File: config.mk
export PLATFORM = sky130hd
export DESIGN_NAME = ssm_ctrl
export DESIGN_NICKNAME = d
export VERILOG_FILES = /design/src/rtl/ssm_pkg.sv /design/src/rtl/ssm_ctrl.sv
export SDC_FILE = /design/constraint.sdc
export NUM_CORES = 1
export LEC_CHECK = 0
export BUFFER_PORTS_ARGS = -buffer_cell sky130_fd_sc_hd__buf_4
export CORE_AREA = 2 2 39 41
export DETAILED_ROUTE_END_ITERATION = 8
export DIE_AREA = 0 0 41 43
export PLACE_DENSITY = 0.38
export SLEW_MARGIN = 25
export SYNTH_ARGS = -nofsm -noshare
export SYNTH_HDL_FRONTEND = slang
export SYNTH_SLANG_ARGS = --single-unit
File: constraint.sdc
create_clock -name clk -period 1.6 [get_ports clk]
set_clock_uncertainty 0.2 [all_clocks]
set_input_delay 0.16 -clock clk [delete_from_list [all_inputs] [get_ports clk]]
set_output_delay 0.16 -clock clk [all_outputs]
set_load 0.02 [all_outputs]
File: src/rtl/ssm_pkg.sv
// Shared types and constants for the sparse set slot map.
`default_nettype none

package ssm_pkg;

    // Fixed field widths
    localparam int ID_W       = 32;
    localparam int OP_W       = 2;
    localparam int EB_W       = 9;
    localparam int OFFSET_W   = 19;
    localparam int LIVE_W     = 11;
    // Wide enough for any sparse index (INDEX_BITS up to 16) and its bound
    localparam int WIDE_IDX_W = 17;

    localparam logic [EB_W-1:0] EB_RESET = 9'd4;

    // Defaults for the top level parameters
    localparam int DEF_NUM_SLOTS  = 1024;
    localparam int DEF_INDEX_BITS = 10;

    // Operation codes
    typedef enum logic [OP_W-1:0] {
        OP_ADD    = 2'd0,
        OP_HAS    = 2'd1,
        OP_GET    = 2'd2,
        OP_REMOVE = 2'd3
    } op_t;

    // Controller states
    typedef enum logic [2:0] {
        ST_CLEAR,
        ST_IDLE,
        ST_LOOKUP,
        ST_CHECK,
        ST_FIX
    } state_t;

    // Controller to datapath
    typedef struct packed {
        logic clear_step; // invalidate one sparse entry
        logic take;       // capture input beat, issue sparse and last-dense reads
        logic lookup;     // latch last dense id, read dense at mapped slot
        logic commit;     // decide, write tables, load result
        logic fix;        // remap the moved id's index
    } cmd_t;

    // Datapath to controller
    typedef struct packed {
        logic clear_last;  // clearing pass is on its final entry
        logic fix_needed;  // remove moved an entry whose index needs remapping
        logic result_busy; // result register full and stalled
    } status_t;

endpackage

`default_nettype wire

File: src/rtl/ssm_ctrl.sv
// Control state machine for the sparse set slot map.
`default_nettype none

module ssm_ctrl (
    input  wire logic            clk,
    input  wire logic            rst_n,
    input  wire logic            in_valid,
    output logic                 in_stall,
    input  ssm_pkg::status_t     status,
    output ssm_pkg::cmd_t        cmd
);
    import ssm_pkg::*;

    state_t state_reg;
    state_t state_next;

    // State register
    always_ff @(posedge clk or negedge rst_n)
    begin
        if (!rst_n)
        begin
            state_reg <= ST_CLEAR;
        end
        else
        begin
            state_reg <= state_next;
        end
    end

    // Next state and commands
    always_comb
    begin
        state_next = state_reg;
        cmd        = '0;
        in_stall   = 1'b1;
        case (state_reg)
            ST_CLEAR:
            begin
                cmd.clear_step = 1'b1;
                if (status.clear_last)
                begin
                    state_next = ST_IDLE;
                end
            end
            ST_IDLE:
            begin
                in_stall = 1'b0;
                if (in_valid)
                begin
                    cmd.take   = 1'b1;
                    state_next = ST_LOOKUP;
                end
            end
            ST_LOOKUP:
            begin
                cmd.lookup = 1'b1;
                state_next = ST_CHECK;
            end
            ST_CHECK:
            begin
                // wait for the result register to drain
                if (!status.result_busy)
                begin
                    cmd.commit = 1'b1;
                    state_next = status.fix_needed ? ST_FIX : ST_IDLE;
                end
            end
            ST_FIX:
            begin
                cmd.fix    = 1'b1;
                state_next = ST_IDLE;
            end
            default:
            begin
                state_next = ST_IDLE;
            end
        endcase
    end

endmodule

`default_nettype wire

Word-level counts from Yosys, hierarchy flattened
Cells that the tools add are included.
{ "word_totals": {"ff_bits": 3, "latch_bits": 0, "ramBits": 0, "rom_bits": 0, "in_bits": 6, "output_inout_bits": 6, "elab_cells": 23, "mem_count": 0} }
{ "classes": {"n_addsub": 0, "mul": 0, "div_mod_pow": 0, "magnitude_cmp": 0, "eq_ne": 7, "shift": 0, "mux": 13, "n_bitwise": 0, "n_reduce_logical": 2} }
{ "ops": {"columns": ["cell", "n"], "rows": [
  ["3-bit 2-to-1 mux", 4],
  ["3-bit case mux with 4 select lines", 1],
  ["1-bit 2-to-1 mux", 8],
  ["3-bit by 2-bit equality test with 1-bit output, second input constant", 2],
  ["2-bit != test, second input constant", 3],
  ["3-bit by 1-bit equality test with 1-bit output, second input constant", 1],
  ["3-bit equality test, second input constant", 1],
  ["3-bit zero test", 1],
  ["3-bit AND reduction", 1]
]} }

Depth between registers and ports, before layout
Gate-level depths: netlist of run 1.
{ "depth": {"ltp_word": 3, "depth_mapped": 4, "ltp_nobuf": 3} }

Worst setup path before layout of run 1
OpenSTA, ideal clock, no wires.
{ "synth_path": {"kind": "register to output", "start": "register state_reg[0]", "end": "output cmd[0] in the netlist's numbering", "arrival_ps": 1002, "required_time_ps": 1240, "path_slack_ps": 238, "path_stages_with_launch": 3, "n_path_buf": 1, "path_cell_list": "dfrtp_1 > buf_6 > nor3b_1"} }
{ "synth_rtl": {"columns": ["element", "line_no", "source"], "rows": [
  ["from (decl)", "ssm_ctrl.sv:14", "state_t state_reg;"],
  ["from (signal assigned)", "ssm_ctrl.sv:26", "state_reg <= state_next;"],
  ["to (decl)", "ssm_ctrl.sv:10", "output ssm_pkg::cmd_t cmd"]
]} }

==> reports/results.txt, run 1 <==
Critical path, cell by cell: nor2_1 > and3_1 > buf_4
Setup TNS: 0 ps
Clock Tree Root: clkbuf_4
Cell depth of the worst hold path: 3
CTS H-tree depth: 1
Worst hold path type: in -> reg
Largest net degree at the start of global routing: 10
DR vias/cell: 3.53
Final Hold Vio Count: 0
CTS tree: built
Peak VDD IR: 0.346 mV
Crit path max-delay cell type: dfrtp_1
Worst slack at placement: 308 ps
WL final: 409 um
Via count: 180
Initial DRC count: 3
Final Setup Violations: 0
Avg Cell Area, Syn: 9.61 um^2
Global placement routability congestion: 0.740
Clock net sink count: 3
Status: finished clean
Final Cycle Share: 95.8%
Synthesized area: 183 um^2
Worst Max-Slew Pin Slew: 231 ps
Worst skew pair latency: 230 ps
Port Buffer Count: 11
Sequential-to-total area share from yosys stat: 41.1%
# resized after CTS: 0
Max-slew violations: 0
Initial antenna violation count: 0
Max Root-Sink Buffers: 2
Buf/Inv on CP: 1
Max Cap Viol: 0
Share of layout cells above drive strength 1: 48.6%
Unrepaired setup endpoints after global routing: false
Critical Path Stages: 3
CTS Buf Count: 3
Cell family with most CP delay: flip-flops
Post-synthesis register bit count: 3
Core area: 1380 um^2
Ant diodes: 0
PD cells: 1700 nW/um^2
Critical Path RT: 1240 ps
Critical Path Sink Type: output port
Slowest stage delay, CP: 420 ps
CTS clk-pin slew, worst paths: 30 ps
DRT antenna net count: 0
Row cnt: 14
Placed inst area: 274 um^2
Yosys warns: 0
Mapped Nets: 25
Final Worst Setup Slack: 66.5 ps
Max FO, Critical Path: 7
DRC: 0
WL per Instance: 8.02 um
Placed insts: 45
Startpoint Class: flip-flop
Final-stage net count: 42
Flip-flop count of the largest register after layout: 3
Die footprint: 1760 um^2
Syn Inst Count: 19
R2R cell count: 3
First-pass GRT wire length: 607 um
Die X: 41 um
Final non-filler cell total: 51
Area growth syn-to-layout: 75.3%
WS Path Type: reg -> out
Io pins: 12
Min Clock Period, post-route: 1530 ps
Fin area: 320 um^2
Die Y-Extent: 43 um
Distinct cells, synth: 14
Max Fclk: 652 MHz
Total grt overflow: 0
Drt pass-1 iters: 2
LEAKAGE: 0.000155 uW
Slew margin rel.: 84.6%
Worst Path Arrival: 1170 ps
All-Layer GR Usage: 6.14%
Vias in the first global route: 157
Initial Util: 13.2%
Fill cells: 154
stage by stage:
step	power, uW	utilization, %	hold slack (ps)
2_1_floorplan	330	-	-336
3_3_place_gp	418	19.8	-248
3_5_place_dp	418	19.8	-249
4_1_cts	557	23.1	50.8
5_1_grt	583	23.1	71.3
6_report	545	23.1	50.4
placed cells by master, fill, tap and decap left out, drive strengths merged, types with 2 or more instances in the layout:
| master | n |
|---|---|
| dfrtp | 3 |
| nor3b | 2 |
| buf | 11 |
| clkbuf | 4 |
| nand2 | 2 |
| o21ai | 2 |
| dlygate4sd3 | 2 |
| a21oi | 2 |
synth_stat cells:
library cell	count	area, um^2
a21oi_1	1	5.00
a21oi_2	1	8.76
and2_4	1	8.76
and3_1	1	6.26
and4bb_4	1	16.3
buf_6	1	11.3
dfrtp_1	3	75.1
inv_1	1	3.75
nand2_1	2	7.51
nor2_1	1	3.75
nor3_1	1	5.00
nor3b_1	2	15.0
o21ai_0	2	10.0
or2_0	1	6.26
final timing paths:
| kind | startpoint | to | slack [ps] |
|---|---|---|---|
| setup / recovery | state_reg[1]$_DFFE_PN0P_ | cmd[3] | 70 |
| hold / removal | status[0] | state_reg[1]$_DFFE_PN0P_ | 50 |
| setup reg to reg | state_reg[2]$_DFFE_PN0P_ | state_reg[0]$_DFFE_PN0P_ | 370 |
| hold reg to reg | state_reg[2]$_DFFE_PN0P_ | state_reg[1]$_DFFE_PN0P_ | 310 |
| max in group asynchronous | rst_n | state_reg[0]$_DFFE_PN0P_ | 1050 |
| min in group asynchronous | rst_n | state_reg[2]$_DFFE_PN0P_ | 60 |
cells by family (layout without fill, tap and decap cells):
logic type      count (synthesis)  in the layout  synth area share [%]
flops                           3              3                  41.1
compound gates                  4              4                  13.0
simple gates                   10             10                  37.7
buf+inv                         2             18                  8.22
worst reg2reg max path, stage by stage, from the launching register on:
cell and delay, ps:
dfrtp_1 410, and4bb_4 330, and2_4 140, a21oi_2 30
cell type report:
class | instances | area, um^2 | share of cell area, %
clock buffer | 4 | 26.3 | 8.20
inverter | 1 | 3.75 | 1.17
multi-input combinational | 14 | 92.6 | 28.9
sequential | 3 | 75.1 | 23.4
tap | 16 | 20.0 | 6.25
timing repair buffer | 13 | 103 | 32.0
power breakdown:
| part | switching (uW) | leakage (uW) | internal (uW) |
|---|---|---|---|
| registers | 45.3 | 0.0000365 | 104 |
| clock network | 35.1 | 0.0000150 | 93.2 |
| logic | 137 | 0.000104 | 130 |
| total | 218 | 0.000155 | 327 |
routing by layer:
layer | GRT usage [%] | wire (um) | up-vias
met5 | 0 | 0 | -
met4 | 10.0 | 19 | 0
met3 | 3.14 | 33 | 2
met2 | 7.50 | 216 | 6
met1 | 5.19 | 140 | 76
li1 | - | - | 96
repair_timing:
action / CTS / global route
hold buffers: 2 / 0
buffers inserted: 0 / 0
endpoints found under the hold margin: 5 / 0
No activity file was read; power rests on OpenSTA's default activity.
==> run 2: changes to the inputs <==
--- a/config.mk
+++ b/config.mk
@@ -5,11 +5,13 @@
 export SDC_FILE = /design/constraint.sdc
 export NUM_CORES = 1
 export LEC_CHECK = 0
+export ABC_AREA = 1
 export BUFFER_PORTS_ARGS = -buffer_cell sky130_fd_sc_hd__buf_4
 export CORE_AREA = 2 2 39 41
+export CTS_BUF_LIST = sky130_fd_sc_hd__clkbuf_4 sky130_fd_sc_hd__clkbuf_8 sky130_fd_sc_hd__clkbuf_16
 export DETAILED_ROUTE_END_ITERATION = 8
 export DIE_AREA = 0 0 41 43
-export PLACE_DENSITY = 0.38
+export PLACE_DENSITY = 0.45
 export SLEW_MARGIN = 25
 export SYNTH_ARGS = -nofsm -noshare
 export SYNTH_HDL_FRONTEND = slang
==> run 2 against run 1 <==
Net effect:
- highest routed layer unchanged
- critical path depth is 1 higher
- via count is 49% higher
- non-clock buffer count stayed put
- sequential power is 34% higher
- register-to-register slack worse by 40 ps
- cell count is 27% higher
- worst setup slack better by 42 ps
- first-iteration DRC count stayed put
- clock power is 23% higher
- sequential share of layout area is 4.4 points lower
- synthesized area is 47% higher
==> reports/results.txt, run 2 <==
DRC: 0
Syn Inst Count: 34
Most frequent cells after synthesis: nand2_1 (7), nor2_1 (4), dfrtp_1 (3), nand3_2 (3), nor3_1 (3)
Yosys warns: 0
Worst hold start: status[1]
Worst skew pair latency: 240 ps
Area contributors post-synth: dfrtp_1 (28%), nand3_2 (11%), nand2_1 (9.8%)
Dpl hpwl: 410 um
Placed inst area: 349 um^2
Status: finished clean
WL per Instance: 9.45 um
LEAKAGE: 0.000201 uW
Most frequent cells in the layout: buf_4 (12), nand2_1 (7), nor2_1 (4), clkbuf_4 (4), nor3_1 (3)
CTS tree: built
Min Clock Period, post-route: 1490 ps
Sequential cell area: 77.6 um^2
Die X: 41 um
PD cells: 2010 nW/um^2
Distinct cells, synth: 14
Startpoint Class: flip-flop
Worst hold path type: in -> reg
Count leader, synth: nand2_1
Port Buffer Count: 11
Die footprint: 1760 um^2
CTS H-tree depth: 1
Slowest stage delay, CP: 410 ps
Hold Path End: state_reg[2]$_DFFE_PN0P_
Final Hold Vio Count: 0
Switching Fraction: 48.0%
Largest area contributor in the netlist: dfrtp_1
Worst slack at placement: 246 ps
Combinational power share: 56.3%
DR WL met3: 58 um
Core area: 1380 um^2
DR vias/cell: 4.14
Final Cycle Share: 93.2%
Max Fclk: 671 MHz
Synth top area share: 27.9%
Top_reg_cell synth: dfrtp_1
Psw: 391 uW
Max Root-Sink Buffers: 2
Fill cells: 164
Cell depth of the worst hold path: 3
First-pass GRT wire length: 1.05 mm
Die Y-Extent: 43 um
Max-slew violations: 0
CTS clk-pin slew, worst paths: 40 ps
Fin area: 407 um^2
Routed wl met2: 293 um
Ys async rst share: 100%
Ant diodes: 0
Crit path max-delay cell type: dfrtp_1
WL final: 614 um
Final Worst Setup Slack: 109 ps
Initial DRC count: 3
Worst Path Arrival: 1130 ps
Final Setup Violations: 0
Final-stage net count: 56
Drt pass-1 iters: 4
Top routing layer in use: met4
Slew margin rel.: 83.5%
Initial antenna violation count: 0
Synthesized area: 269 um^2
Cell Int Power: 424 uW
Buf/Inv on CP: 2
CTS Buf Count: 3
Peak VDD IR: 0.502 mV
Io pins: 12
Mapped Nets: 40
Max FO, Critical Path: 8
R2R cell count: 6
Clock Tree Root: clkbuf_4
Critical Path RT: 1240 ps
Total grt overflow: 0
Largest net degree at the start of global routing: 13
Setup TNS: 0 ps
Max Cap Viol: 0
Critical Path Sink Type: output port
Vias in the first global route: 234
Via count: 269
Sequential Power Share: 24.4%
Reg2reg end: state_reg[1]$_DFFE_PN0P_
Flop2flop setup slack: 330 ps
Clock net sink count: 3
Worst Max-Slew Pin Slew: 247 ps
Commonest non-fill, non-tap cell in the layout: buf_4
All-Layer GR Usage: 10.0%
Critical path, cell by cell: inv_4 > nand3_4 > nor2_1 > buf_4
Area growth syn-to-layout: 51.2%
Post-synthesis register bit count: 3
Share of layout cells above drive strength 1: 55.1%
WS Path Type: reg -> out
Row cnt: 14
Flip-flop count of the largest register after layout: 3
WL met1: 230 um
Critical Path Stages: 4
Post-synth EDFFs: 0
Cell family with most CP delay: flip-flops
FF-to-FF Start: state_reg[0]$_DFFE_PN0P_
Multi-input gate area: 159 um^2
Global placement routability congestion: 0.735
Unrepaired setup endpoints after global routing: false
DRT antenna net count: 0
Avg Cell Area, Syn: 7.91 um^2
Sequential-to-total area share from yosys stat: 27.9%
Clock share of power: 19.3%
Initial Util: 19.4%
[run 2: worst max-delay path by stage]
stage / slack, ps / end / start
floorplan: 200 / cmd[3] / state_reg[1]$_DFFE_PN0P_
global placement: 270 / cmd[3] / state_reg[0]$_DFFE_PN0P_
detailed placement: 250 / cmd[3] / state_reg[0]$_DFFE_PN0P_
CTS: 20 / cmd[3] / state_reg[1]$_DFFE_PN0P_
global route: 30 / cmd[3] / state_reg[0]$_DFFE_PN0P_
finish: 110 / cmd[3] / state_reg[2]$_DFFE_PN0P_
[run 2: kinds of logic (layout without fill, tap and decap cells)]
| logic type | after synthesis | count (layout) | synth area share (%) |
|---|---|---|---|
| buffers and inverters | 6 | 21 | 15.8 |
| flip-flops | 3 | 3 | 27.9 |
| AO/OA/AOI/OAI | 2 | 2 | 4.65 |
| AND/OR/NAND/NOR | 23 | 23 | 51.6 |
[run 2: worst register-to-register path, cell delays in order, from the launching register on]
cell	delay, ps
dfrtp_2	490
nor2_1	140
nand3_2	100
nand2_2	70
nor2_2	40
nand2_1	50
nand2_1	50
[run 2: routing by layer]
layer	up-vias	global-route usage, %
li1	142	-
met2	14	11.3
met3	3	3.14
met4	0	14.0
met1	110	11.9
met5	-	0
[run 2: layout make-up]
class,instances,share of cell area (%)
Clock buffer,4,7.38
Timing Repair Buffer,13,24.6
Sequential cell,3,19.1
Multi-Input combinational cell,25,39.1
Tap cell,16,4.92
Inverter,4,4.92
[run 2: what timing repair did]
action	4_1_cts	5_1_grt
hold endpoints to repair	3	0
hold buffers	1	0
pin swaps	0	1
gates resized for setup	1	2
buffers inserted	0	1
endpoints found under the setup margin	1	4
[run 2: power by group through the flow]
| stage | sequential, uW | clock, uW | combinational (uW) |
|---|---|---|---|
| after floorplan | 131 | 0 | 396 |
| after global placement | 197 | 0 | 420 |
| after detailed placement | 198 | 0 | 417 |
| after CTS | 199 | 164 | 424 |
| after global routing | 215 | 175 | 511 |
| final | 199 | 157 | 459 |
[run 2: per-stage QoR]
step                hold slack [ps]  instances  power [uW]  util, %
global route                   11.8         65         900     29.4
CTS                            1.14         64         787     28.2
finish                         6.95         65         816     29.4
floorplan                      -336         34         527        -
global placement               -248         59         617     25.2
detailed placement             -251         59         614     25.2
==> run 3: changes to the inputs <==
--- a/config.mk
+++ b/config.mk
@@ -5,13 +5,13 @@
 export SDC_FILE = /design/constraint.sdc
 export NUM_CORES = 1
 export LEC_CHECK = 0
-export ABC_AREA = 1
+export ABC_AREA = 0
 export BUFFER_PORTS_ARGS = -buffer_cell sky130_fd_sc_hd__buf_4
 export CORE_AREA = 2 2 39 41
 export CTS_BUF_LIST = sky130_fd_sc_hd__clkbuf_4 sky130_fd_sc_hd__clkbuf_8 sky130_fd_sc_hd__clkbuf_16
 export DETAILED_ROUTE_END_ITERATION = 8
 export DIE_AREA = 0 0 41 43
-export PLACE_DENSITY = 0.45
+export PLACE_DENSITY = 0.38
 export SLEW_MARGIN = 25
 export SYNTH_ARGS = -nofsm -noshare
 export SYNTH_HDL_FRONTEND = slang
==> run 3 against run 2 <==
Net effect:
- critical path depth shrank 1
- sequential power down 25%
- clock power down 7%
- via count shrank 33%
- final area down 20%
- register-to-register slack improved by 40 ps
==> reports/results.txt, run 3 (synthesis gave the netlist of run 1 again) <==
Min Clock Period, post-route: 1530 ps
Final Cycle Share: 95.8%
CTS Buf Count: 3
DR vias/cell: 3.53
Status: finished clean
Initial antenna violation count: 0
Worst skew pair latency: 230 ps
Fill cells: 153
# resized after CTS: 0
DRT antenna net count: 0
Crit path max-delay cell type: dfrtp_1
WS Path Type: reg -> out
Area growth syn-to-layout: 77.4%
Startpoint Class: flip-flop
Fin area: 324 um^2
Die Y-Extent: 43 um
Final Power: 562 uW
Io pins: 12
Final-stage net count: 42
Cell family with most CP delay: flip-flops
Clock Tree Root: clkbuf_4
Die footprint: 1760 um^2
Worst Path Arrival: 1170 ps
LEAKAGE: 0.000159 uW
Slew margin rel.: 84.6%
Clock net sink count: 3
Worst hold path type: in -> reg
Final Hold Vio Count: 0
PD cells: 1730 nW/um^2
Unrepaired setup endpoints after global routing: false
Drt pass-1 iters: 2
CTS tree: built
Worst Max-Slew Pin Slew: 231 ps
Setup TNS: 0 ps
Buf/Inv on CP: 1
Share of layout cells above drive strength 1: 51.4%
Critical Path Sink Type: output port
Commonest non-fill, non-tap cell in the layout: buf_4
DRC: 0
Initial Util: 13.2%
Most frequent cells in the layout: buf_4 (11), clkbuf_4 (4), dfrtp_1 (3)
CTS H-tree depth: 1
Max-slew violations: 0
Row cnt: 14
Flip-flop count of the largest register after layout: 3
Port Buffer Count: 11
Vias in the first global route: 157
Critical path, cell by cell: nor2_1 > and3_1 > buf_4
Max FO, Critical Path: 7
First-pass GRT wire length: 607 um
Max Fclk: 652 MHz
Placed inst area: 274 um^2
CTS clk-pin slew, worst paths: 30 ps
Global placement routability congestion: 0.740
Largest net degree at the start of global routing: 10
Die X: 41 um
Critical Path RT: 1240 ps
Slowest stage delay, CP: 420 ps
Total grt overflow: 0
Core area: 1380 um^2
Ant diodes: 0
WL per Instance: 8.02 um
All-Layer GR Usage: 6.14%
Initial DRC count: 3
Peak VDD IR: 0.379 mV
Post-CTS Setup Bufs: 0
Max Cap Viol: 0
Fin Hold WS: 50.4 ps
Final Setup Violations: 0
WL final: 409 um
Via count: 180
Max Root-Sink Buffers: 2
==> run 3: worst reg2reg max path, cell delays in order (launching register included) <==
cell and delay [ps]:
dfrtp_1 410, and4bb_4 330, and2_4 140, a21oi_2 30
==> run 3: metal layers <==
metal	vias up	track usage (%)	wire (um)
met5	-	0	0
met4	0	10.0	19
met3	2	3.14	33
met2	6	7.50	216
met1	76	5.19	140
li1	96	-	-
==> run 3: cell type report <==
type | instances | area (um^2) | share of cell area (%)
Inverter | 1 | 3.75 | 1.16
Tap cell | 16 | 20.0 | 6.18
Clock buffer | 4 | 30.0 | 9.27
Multi-Input combinational cell | 14 | 92.6 | 28.6
Sequential cell | 3 | 75.1 | 23.2
Timing Repair Buffer | 13 | 103 | 31.7
==> run 3: repair_timing <==
item                       CTS  global route
hold endpoints to repair     5             0
hold buffers                 2             0
setup endpoints to repair    0             0
==> run 3: path summary, 6_finish.rpt <==
check | start | endpoint | slack, ps | depth (start not counted)
hold reg to reg | state_reg[2]$_DFFE_PN0P_ | state_reg[1]$_DFFE_PN0P_ | 310 | 1
min in group asynchronous | rst_n | state_reg[2]$_DFFE_PN0P_ | 60 | 2
setup / recovery | state_reg[1]$_DFFE_PN0P_ | cmd[3] | 70 | 3
max in group asynchronous | rst_n | state_reg[0]$_DFFE_PN0P_ | 1050 | 2
setup reg to reg | state_reg[2]$_DFFE_PN0P_ | state_reg[0]$_DFFE_PN0P_ | 370 | 3
hold / removal | status[0] | state_reg[1]$_DFFE_PN0P_ | 50 | 3
==> run 3: power by group <==
group | switching [uW] | internal (uW)
logic | 137 | 130
clock network | 35.5 | 110
registers | 45.3 | 104
==> run 3: per-stage QoR <==
| stage | util (%) | instances | setup WS, ps |
|---|---|---|---|
| floorplan | - | 19 | 238 |
| global placement | 19.8 | 45 | 293 |
| detailed placement | 19.8 | 45 | 308 |
| CTS | 23.4 | 51 | 59.7 |
| global route | 23.4 | 51 | 7.48 |
| finish | 23.4 | 51 | 66.5 |
